[src/hw/rtl/swm_pkg.sv]
// Shared types and constants for the sliding-window median filter.
// No dependencies.
`default_nettype none

package swm_pkg;

    localparam int DATA_W         = 32;
    localparam int SIZE_W         = 5;
    localparam int WINDOW_MAX_DEF = 16;

    localparam logic [SIZE_W-1:0] SIZE_RESET = SIZE_W'(5);

    typedef logic signed [DATA_W-1:0] data_t;
    typedef logic [SIZE_W-1:0]        size_t;

endpackage

`default_nettype wire

[src/hw/rtl/sliding_window_median_filter.sv]
// Sliding-window median filter, top level. Uses swm_pkg and swm_ram.
// A request goes through ST_OLD (ring read and write), a single read/write pass
//   over the sorted-window RAM (ST_SCAN, ST_FLUSH) and ST_DONE before m_valid;
//   when window_size is 0 or above WINDOW_MAX the sample passes through.
// s_ready is high only in ST_IDLE: no new request is taken until ST_DONE loads m_median.
// Reset: synchronous active-low aresetn; window_size=5, window all zeros, pos 0.
`default_nettype none

module sliding_window_median_filter
    import swm_pkg::*;
#(
    parameter int WINDOW_MAX = WINDOW_MAX_DEF
) (
    input  wire logic  aclk,
    input  wire logic  aresetn,
    // config: window_size, clears the window on write
    input  wire logic  cfg_wen,
    input  wire size_t cfg_wdata,
    // sample request
    input  wire logic  s_valid,
    output logic       s_ready,
    input  wire data_t s_sample,
    // median result
    output logic       m_valid,
    input  wire logic  m_ready,
    output data_t      m_median
);

    localparam int IDX_W = (WINDOW_MAX > 1) ? $clog2(WINDOW_MAX) : 1;
    localparam int CNT_W = $clog2(WINDOW_MAX + 1);

    // Two memories:
    //   ring RAM   - samples in arrival order, slot pos_reg is the oldest
    //   sorted RAM - the same multiset in ascending signed order
    // Per item: read the oldest sample from the ring, overwrite it, then stream
    // the sorted RAM once, dropping one copy of the old value and merging the
    // new one in. A one-entry hold register absorbs the one-slot skew between
    // read and write positions. Writes always land at or below the index just
    // read, so the pass never reads an entry it has already rewritten.
    // The median is caught as the pass writes index (n-1)/2.
    // Entries never written since reset/config read as zero via valid bits.

    typedef enum logic [2:0] {
        ST_IDLE,
        ST_OLD,
        ST_SCAN,
        ST_FLUSH,
        ST_DONE
    } state_t;

    state_t                state_reg, state_next;
    size_t                 size_reg, size_next;
    logic [IDX_W-1:0]      pos_reg, pos_next;
    logic [WINDOW_MAX-1:0] ring_vld_reg, ring_vld_next;
    logic [WINDOW_MAX-1:0] srt_vld_reg, srt_vld_next;
    logic                  m_valid_reg, m_valid_next;

    // pass bookkeeping
    logic                  del_reg, del_next;     // old value already dropped
    logic                  ins_reg, ins_next;     // new value already merged
    logic                  hold_vld_reg, hold_vld_next;
    logic [CNT_W-1:0]      cnt_reg, cnt_next;     // index of data now arriving
    logic [CNT_W-1:0]      wp_reg, wp_next;       // next sorted write index

    // payload
    data_t                 sample_reg, sample_next;
    data_t                 old_reg, old_next;
    data_t                 hold_reg, hold_next;
    data_t                 med_reg, med_next;
    data_t                 m_median_reg, m_median_next;

    // RAM ports
    logic                  ring_we;
    logic [IDX_W-1:0]      ring_raddr;
    logic [DATA_W-1:0]     ring_rdata;
    logic                  srt_we;
    logic [IDX_W-1:0]      srt_waddr;
    data_t                 srt_wdata;
    logic [IDX_W-1:0]      srt_raddr;
    logic [DATA_W-1:0]     srt_rdata;

    logic [CNT_W-1:0]      n_win;
    logic [CNT_W-1:0]      med_idx;
    logic [CNT_W-1:0]      cnt_inc;
    logic                  bypass;
    data_t                 x_val;
    data_t                 old_val;

    swm_ram #(
        .WIDTH (DATA_W),
        .DEPTH (WINDOW_MAX)
    ) u_ring_ram (
        .aclk  (aclk),
        .we    (ring_we),
        .waddr (pos_reg),
        .wdata (sample_reg),
        .raddr (ring_raddr),
        .rdata (ring_rdata)
    );

    swm_ram #(
        .WIDTH (DATA_W),
        .DEPTH (WINDOW_MAX)
    ) u_sort_ram (
        .aclk  (aclk),
        .we    (srt_we),
        .waddr (srt_waddr),
        .wdata (srt_wdata),
        .raddr (srt_raddr),
        .rdata (srt_rdata)
    );

    assign n_win   = CNT_W'(size_reg);
    assign med_idx = (n_win - CNT_W'(1)) >> 1;
    assign cnt_inc = cnt_reg + CNT_W'(1);
    // size 0 or oversize: pass the sample through, window untouched
    assign bypass  = (size_reg == '0) || (32'(size_reg) > 32'(WINDOW_MAX));

    assign x_val   = srt_vld_reg[cnt_reg[IDX_W-1:0]] ? data_t'(srt_rdata) : '0;
    assign old_val = ring_vld_reg[pos_reg] ? data_t'(ring_rdata) : '0;

    assign s_ready  = (state_reg == ST_IDLE);
    assign m_valid  = m_valid_reg;
    assign m_median = m_median_reg;

    always_comb begin
        state_next    = state_reg;
        size_next     = size_reg;
        pos_next      = pos_reg;
        ring_vld_next = ring_vld_reg;
        srt_vld_next  = srt_vld_reg;
        m_valid_next  = m_valid_reg && !m_ready;
        del_next      = del_reg;
        ins_next      = ins_reg;
        hold_vld_next = hold_vld_reg;
        cnt_next      = cnt_reg;
        wp_next       = wp_reg;
        sample_next   = sample_reg;
        old_next      = old_reg;
        hold_next     = hold_reg;
        med_next      = med_reg;
        m_median_next = m_median_reg;

        ring_we    = 1'b0;
        ring_raddr = pos_reg;
        srt_we     = 1'b0;
        srt_waddr  = wp_reg[IDX_W-1:0];
        srt_wdata  = x_val;
        srt_raddr  = '0;

        unique case (state_reg)
            ST_IDLE: begin
                if (s_valid) begin
                    sample_next = s_sample;
                    if (bypass) begin
                        med_next   = s_sample;
                        state_next = ST_DONE;
                    end else begin
                        state_next = ST_OLD;   // ring read of oldest slot issued
                    end
                end
            end

            ST_OLD: begin
                old_next               = old_val;
                ring_we                = 1'b1;
                ring_vld_next[pos_reg] = 1'b1;
                if (CNT_W'(pos_reg) + CNT_W'(1) == n_win) begin
                    pos_next = '0;
                end else begin
                    pos_next = pos_reg + IDX_W'(1);
                end
                srt_raddr     = '0;
                cnt_next      = '0;
                wp_next       = '0;
                del_next      = 1'b0;
                ins_next      = 1'b0;
                hold_vld_next = 1'b0;
                state_next    = ST_SCAN;
            end

            ST_SCAN: begin
                srt_raddr = cnt_inc[IDX_W-1:0];
                cnt_next  = cnt_inc;
                priority if (!del_reg && x_val == old_reg) begin
                    // drop this copy of the outgoing sample
                    del_next = 1'b1;
                    if (hold_vld_reg) begin
                        srt_we        = 1'b1;
                        srt_wdata     = hold_reg;
                        wp_next       = wp_reg + CNT_W'(1);
                        hold_vld_next = 1'b0;
                    end
                end else if (!ins_reg && sample_reg < x_val) begin
                    // new sample goes here, current element slides up
                    ins_next      = 1'b1;
                    srt_we        = 1'b1;
                    srt_wdata     = sample_reg;
                    wp_next       = wp_reg + CNT_W'(1);
                    hold_next     = x_val;
                    hold_vld_next = 1'b1;
                end else begin
                    srt_we    = 1'b1;
                    srt_wdata = hold_vld_reg ? hold_reg : x_val;
                    wp_next   = wp_reg + CNT_W'(1);
                    hold_next = x_val;
                end
                if (cnt_inc == n_win) begin
                    state_next = ST_FLUSH;
                end
            end

            ST_FLUSH: begin
                // last slot: the held element, or the new sample if it is largest
                if (!ins_reg || hold_vld_reg) begin
                    srt_we    = 1'b1;
                    srt_wdata = hold_vld_reg ? hold_reg : sample_reg;
                end
                state_next = ST_DONE;
            end

            ST_DONE: begin
                if (!m_valid_reg || m_ready) begin
                    m_valid_next  = 1'b1;
                    m_median_next = med_reg;
                    state_next    = ST_IDLE;
                end
            end

            default: begin
                state_next = ST_IDLE;
            end
        endcase

        if (srt_we) begin
            srt_vld_next[srt_waddr] = 1'b1;
            if (wp_reg == med_idx) begin
                med_next = srt_wdata;
            end
        end

        // window size write clears both stores and the position
        if (cfg_wen) begin
            size_next     = cfg_wdata;
            pos_next      = '0;
            ring_vld_next = '0;
            srt_vld_next  = '0;
        end
    end

    always_ff @(posedge aclk) begin
        if (!aresetn) begin
            state_reg    <= ST_IDLE;
            size_reg     <= SIZE_RESET;
            pos_reg      <= '0;
            ring_vld_reg <= '0;
            srt_vld_reg  <= '0;
            m_valid_reg  <= 1'b0;
            del_reg      <= 1'b0;
            ins_reg      <= 1'b0;
            hold_vld_reg <= 1'b0;
            cnt_reg      <= '0;
            wp_reg       <= '0;
        end else begin
            state_reg    <= state_next;
            size_reg     <= size_next;
            pos_reg      <= pos_next;
            ring_vld_reg <= ring_vld_next;
            srt_vld_reg  <= srt_vld_next;
            m_valid_reg  <= m_valid_next;
            del_reg      <= del_next;
            ins_reg      <= ins_next;
            hold_vld_reg <= hold_vld_next;
            cnt_reg      <= cnt_next;
            wp_reg       <= wp_next;
        end
    end

    always_ff @(posedge aclk) begin
        sample_reg   <= sample_next;
        old_reg      <= old_next;
        hold_reg     <= hold_next;
        med_reg      <= med_next;
        m_median_reg <= m_median_next;
    end

endmodule

`default_nettype wire

[src/hw/rtl/swm_ram.sv]
// Generic single-port-write, single-port-read RAM with registered read data.
// No dependencies.
`default_nettype none

module swm_ram #(
    parameter int WIDTH = 32,
    parameter int DEPTH = 16,
    localparam int AW   = (DEPTH > 1) ? $clog2(DEPTH) : 1
) (
    input  wire logic             aclk,
    input  wire logic             we,
    input  wire logic [AW-1:0]    waddr,
    input  wire logic [WIDTH-1:0] wdata,
    input  wire logic [AW-1:0]    raddr,
    output logic      [WIDTH-1:0] rdata
);

    logic [WIDTH-1:0] mem [DEPTH];

    always_ff @(posedge aclk) begin
        if (we) begin
            mem[waddr] <= wdata;
        end
        rdata <= mem[raddr];
    end

endmodule

`default_nettype wire
[config.mk]
export PLATFORM = sky130hd
export DESIGN_NAME = sliding_window_median_filter
export DESIGN_NICKNAME = d
export VERILOG_FILES = /design/src/hw/rtl/swm_pkg.sv /design/src/hw/rtl/sliding_window_median_filter.sv /design/src/hw/rtl/swm_ram.sv
export SDC_FILE = /design/constraint.sdc
export NUM_CORES = 2
export LEC_CHECK = 0
export BUFFER_PORTS_ARGS = -buffer_cell sky130_fd_sc_hd__clkbuf_2
export CORE_UTILIZATION = 60
export DETAILED_ROUTE_END_ITERATION = 6
export PLACE_DENSITY = 0.75
export RECOVER_POWER = 100
export SYNTH_ARGS = -nofsm -noshare
export SYNTH_HDL_FRONTEND = slang
export SYNTH_SLANG_ARGS = --single-unit
[constraint.sdc]
create_clock -name aclk -period 6.69 [get_ports aclk]
set_input_delay 0.669 -clock aclk [delete_from_list [all_inputs] [get_ports aclk]]
set_output_delay 0.669 -clock aclk [all_outputs]
set_load 0.01 [all_outputs]
### Yosys cells after proc, flatten, opt, wreduce, memory -nomap -nowiden

Memory sizes are Yosys's and may differ from the RTL's. A register that Yosys moved wholly into a read port is not among the register bits.
Cells that the tools add are included.

* register bits: 218
* bits in writable memories: 1024
* output and inout port bits: 34
* word-level logic and storage cells: 123
* memories: 2

Memory list
* u_ring_ram.mem: depth 16, bits a word 32, read ports 1, clocked after Yosys merged registers in 1, wr ports 1, line swm_ram.sv:18 `logic [WIDTH-1:0] mem [DEPTH];`
* u_sort_ram.mem: depth 16, bits a word 32, read ports 1, clocked after Yosys merged registers in 1, wr ports 1, line swm_ram.sv:18

* $add $sub $neg: 5
* $lt $le $gt $ge: 7
* equal/unequal tests: 16
* multiplexer cells: 49
* bitwise logic cells: 4
* reduce and logical (&&, ||, !) cells: 24

Operators with widths (number)
* $mux 32: 11
* $pmux 32 s2: 1
* $eq 32x32->1: 1
* $lt 32x32->1: 1
* $or 16x16->16: 2
* $pmux 5 s2: 2
* $mux 1: 18
* $lt 4x5->1 const B: 3
* $pmux 3 s5: 1
* $mux 3: 4
* $ne 2x2->1 const B: 6
* $reduce_and 2->1: 6
* $add 5x1->5 const B: 2
* $eq 5x5->1: 2
* $mux 5: 2
* $bmux 1 s4: 2
* $demux 1 s4: 2
* $ge 4x1->1 const B: 2
* $mux 4: 2
* $pmux 1 s2: 4
* $eq 3x2->1 const B: 2
* $ne 3x3->1 const B: 2
* $reduce_and 3->1: 2
* $add 4x1->5 const B: 1
* 14 further kinds: 24

### Depth between registers and ports, before layout

* depth in word-level cells: 10
* depth in mapped cells: 19
* mapped depth without buffers: 15

### By module

Synthesis repeated with hierarchy kept, for this count alone.

* cells, all modules: 2821
* area, all modules: 51383.0 sq um

Modules (own cells, without submodules)
* swm_ram: times used 2, cells each 838, area each 19835.3 sq um, seq. area each 16015.4 sq um
* sliding_window_median_filter: times used 1, cells each 1145, area each 11712.5 sq um, seq. area each 5645.4 sq um

### Worst setup path after synthesis

Ideal clock, no wire load.

* path type: register to register
* start: register cnt_reg[0]
* end: memory u_sort_ram.mem[12][0] (enable)
* setup time: 0.463 ns
* arrival: 4.416 ns
* required time: 6.227 ns
* path slack: 1.811 ns
* stages on the path, launching flop included: 13
* path buffers: 4
* cells stage by stage: dfxtp_1 buf_4 mux2i_1 o32a_1 and3_1 buf_6 buf_6 o31a_1 a21oi_1 nand4bb_1 clkbuf_1 nor4_1 nor3_1

* cells in the longest elaborated chain, start to end: 9

RTL lines
* start: declaration: line sliding_window_median_filter.sv:62 `logic [CNT_W-1:0] cnt_reg, cnt_next;`
* start signal: assignment: line sliding_window_median_filter.sv:274 `cnt_reg <= cnt_next;`
* $bmux 1 s4: line sliding_window_median_filter.sv:119 `assign x_val = srt_vld_reg[cnt_reg[IDX_W-1:0]] ? data_t'(srt_rdata) : '0;`
* $mux 1 (implied by the code): line sliding_window_median_filter.sv:119
* $mux 32: line sliding_window_median_filter.sv:119
* $eq 32x32->1: line sliding_window_median_filter.sv:185 `priority if (!del_reg && x_val == old_reg) begin`
* $logic_and 1x1->1: line sliding_window_median_filter.sv:185
* $mux 1: line sliding_window_median_filter.sv:185
* $pmux 1 s2: line sliding_window_median_filter.sv:151 `unique case (state_reg)`
* $mux 1: line swm_ram.sv:21 `if (we) begin`
* $mux 1 (implied by the code): line swm_ram.sv:22 `mem[waddr] <= wdata;`
* end: declaration: line swm_ram.sv:18

Every way passes these cells. The select of a mux whose other input is x is not followed.

### Final worst setup path

* start: register cnt_reg[2]
* end: memory u_sort_ram.mem[2][20] (enable)

* cells in the longest elaborated chain, start to end: 9

RTL lines
* $bmux 1 s4: line sliding_window_median_filter.sv:119
* $mux 1 (implied by the code): line sliding_window_median_filter.sv:119
* $mux 32: line sliding_window_median_filter.sv:119
* via x_val[2]: line sliding_window_median_filter.sv:86 `data_t x_val;`
* $eq 32x32->1: line sliding_window_median_filter.sv:185
* $logic_and 1x1->1: line sliding_window_median_filter.sv:185
* $mux 1: line sliding_window_median_filter.sv:185
* $pmux 1 s2: line sliding_window_median_filter.sv:151
* $mux 1: line swm_ram.sv:21
* $mux 1 (implied by the code): line swm_ram.sv:22

The timed path passes the listed nets, and every way through them passes these cells. The select of a mux whose other input is x is not followed.

==> impl_metrics.env <==
export IMPL_p_seq_share_pct=51.8
export IMPL_rsz0062_at_grt="false"
export IMPL_ys_async_sr_fraction_pct=0
export IMPL_seq_area_frac_synth_pct=71.5
export IMPL_yosysUniqueCellTypes=67
export IMPL_holdBufCountCts=0
export IMPL_cts_htree_levels=4
export IMPL_grt_max_degree=143
export IMPL_syn_nets=3399
export IMPL_power_density_nw_per_um2=321
export IMPL_fin_nets=3475
export IMPL_outcome="complete, but fails checks"
export IMPL_period_share_pct=93.6
export IMPL_yosys_warnings=0
export IMPL_clkPwrFrac_pct=39.8
export IMPL_n_antenna_cell=0
export IMPL_drtAntennaViolNets=0
export IMPL_io_pins=76
export IMPL_synth_avg_cell_area_um2=15.9
export IMPL_post_cts_resized=0
export IMPL_drt_total_wl_um=145000
export IMPL_firstDrtPassIters=6
export IMPL_worst_slew_pin_slew_ps=3110
export IMPL_reg_largest_list="u_ring_ram.mem (512), u_sort_ram.mem (512)"
export IMPL_critPathArrivalTime_ps=6410
export IMPL_drv_cap=30
export IMPL_final_cells=4653
export IMPL_cp_cell_sequence="inv_1, o32a_1, and3_1, nor2_4, buf_4, nand2_1, inv_1, o2111ai_1, or4_1, o31a_1, o2111ai_1, clkbuf_1, nor2_4, clkbuf_2"
export IMPL_cts_buffer_depth=3
export IMPL_netlist_area_um2=52700
export IMPL_grt_overflow_total=0
export IMPL_routabilityCongestion=0.948
export IMPL_core_area_um2=86900
export IMPL_area_delta_synth_final_pct=11.4
export IMPL_drt_initial_drc_count=4493
export IMPL_setup_ws_ps=426
export IMPL_peakVddDrop_uv=306
export IMPL_swShare_pct=24.1
export IMPL_hold_class="in2reg"
export IMPL_die_area_um2=89100
export IMPL_cts_setup_buffers=0
export IMPL_antenna_found_initial=2
export IMPL_critPathMaxStageDelay_ps=910
export IMPL_rows=108
export IMPL_slew_headroom_pct=-108
export IMPL_cp_top_family="buffers and inverters"
export IMPL_cp_slowest_cell="clkbuf_2"
export IMPL_port_buffer_count=75
export IMPL_routedWlPerCell_um=31.2
export IMPL_synth_edf_count=1152
export IMPL_dieHeight_um=298
export IMPL_final_max_slew_viol_count=1167
export IMPL_startpoint_type="register"
export IMPL_die_width_um=298
export IMPL_place_inst=4412
export IMPL_fin_worst_skew_ps=32.5
export IMPL_required_ps=6840
export IMPL_cts_tree="done"
export IMPL_tns_ps=0
export IMPL_via_per_inst=6.71
export IMPL_synth_seq_cells=1306
export IMPL_hold_viol_final=0
export IMPL_cp_max_fo=32
export IMPL_endpoint_kind="register"
export IMPL_setup_viol=0
export IMPL_clk_latency_ps=750
export IMPL_layout_drive_gt1_share_pct=17.6
export IMPL_clkTransAtPathRegs_ps=60
export IMPL_cp_buffers_inverters=5
export IMPL_fmax_ghz=0.160
export IMPL_fin_crit_ps=6260
export IMPL_grt_usage_pct=32.8
export IMPL_first_global_vias=31100
export IMPL_netlist_instances=3315
export IMPL_drcViolationCount=0
export IMPL_power_leakage_uw=0.0192
export IMPL_final_fill_count=5626
export IMPL_vias=31200
export IMPL_ys_flop_type="edfxtp_1"
export IMPL_post_place_ws_ps=886
export IMPL_hpwl_um=79900
export IMPL_power_frac_comb_pct=8.4
export IMPL_grt_pass1_wl_um=209000
export IMPL_internal_power_uw=14300
export IMPL_cts_root_buffer="clkbuf_16"
export IMPL_violations="capacitance limit, slew limit"
export IMPL_clock_sink_count=1306
export IMPL_p_sw_uw=4540
export IMPL_cts_buffers=132
export IMPL_start_util_pct=60.7
export IMPL_crit_type="reg2reg"
[Yosys cell counts, types with 10 or more instances]
cell	n	area (µm²)
and2_1	38	238
inv_1	91	342
nor4_1	11	68.8
xnor2_1	15	131
o2111ai_1	10	87.6
o221ai_1	33	289
a2bb2oi_1	18	158
mux2i_1	112	1120
a32o_1	32	320
mux2_2	158	1780
nor3_1	22	110
edfxtp_1	1152	34600
a221oi_1	33	289
mux4_2	165	3720
nand2_1	305	1140
a21oi_1	267	1340
nor2_1	105	394
a31oi_1	20	125
o21ai_0	126	631
nand2b_1	44	275
nor2b_1	18	113
ha_1	42	526
nand3_1	27	135
buf_1	35	131
clkbuf_1	153	574
dfxtp_1	154	3080
o31ai_1	14	105
[per-layer routing]
layer  track usage, %  vias to the layer above  part of all wire (%)
met4             14.1                        0                   4.2
li1                 -                    13000                     -
met5                0                        -                     0
met3             6.37                      374                    10
met2             53.7                     2108                    49
met1             43.3                    15700                    36
[stage by stage]
step                      power [µW]  hold WS, ps  area, µm²  utilization [%]
after detailed placement       11500          439      54600             62.8
after floorplan                10700          403      52700                -
after global routing           19300          160      58700             67.6
after global placement         11400          438      54600             62.8
final                          18900          153      58700             67.6
after CTS                      18900          114      59000             67.9
[logic make-up after synthesis]
logic type                 count (synthesis)  share of synthesized area (%)
buffers and inverters                    297                           2.21
and+or+nand+nor                          597                           5.07
xor gates and xnor gates                  24                          0.399
muxes                                    435                           12.5
AOI/OAI and AO/OA                        614                           7.31
adders and majority gates                 42                          0.997
DFF                                     1306                           71.5
[area by class of cell]
class / count / area (µm²) / share of cell area (%)
clock buffers: 176 / 3700 / 6.29
clock inverters: 65 / 717 / 1.22
inverters: 94 / 353 / 0.601
multi-input cells: 1712 / 14100 / 24.0
flip-flops and latches: 1306 / 37700 / 64.2
well taps: 1155 / 1450 / 2.46
repair buffers: 145 / 713 / 1.21
[power groups by stage]
stage               clock (µW)  sequential, µW  combinational [µW]
global route              7860            9790                1690
global placement             0            9910                1510
floorplan                    0            9660                1080
CTS                       7560            9760                1570
detailed placement           0            9920                1550
finish                    7500            9780                1590
[cell usage in the layout (no fill, tap or decap), types with 18 or more instances in the layout]
| cell | instances |
|---|---|
| a31oi_1 | 20 |
| nand2_1 | 302 |
| clkbuf_1 | 114 |
| mux2_2 | 151 |
| mux2i_1 | 112 |
| inv_1 | 87 |
| a2bb2oi_1 | 18 |
| edfxtp_1 | 1152 |
| clkbuf_16 | 138 |
| o221ai_1 | 32 |
| a32o_1 | 32 |
| mux4_2 | 165 |
| and2_0 | 32 |
| nand2b_1 | 43 |
| clkbuf_2 | 26 |
| a21oi_1 | 267 |
| buf_4 | 27 |
| nor2_4 | 18 |
| clkinv_1 | 26 |
| o21ai_0 | 126 |
| nor2_1 | 86 |
| ha_1 | 42 |
| dfxtp_1 | 149 |
| nand3_1 | 27 |
| a221oi_1 | 33 |
[worst paths after layout]
check                                              from  cells after the start                               to  slack [ps]
worst max-delay path            cnt_reg[2]$_SDFFE_PN0P_                     14  u_sort_ram.mem[2][20]$_DFFE_PP_         430
worst min-delay path                       cfg_wdata[2]                      3            n_win[2]$_SDFFE_PN1P_         150
worst max register to register  cnt_reg[2]$_SDFFE_PN0P_                     14  u_sort_ram.mem[2][20]$_DFFE_PP_         430
worst min register to register       med_reg[2]$_DFF_P_                      0            m_median[2]$_DFFE_PP_         470
[worst min-delay path: stages]
cell	delay, ps
clkbuf_2	80
mux2i_1	50
nand2_1	60
Note: power is estimated with default switching activity, not from simulation.
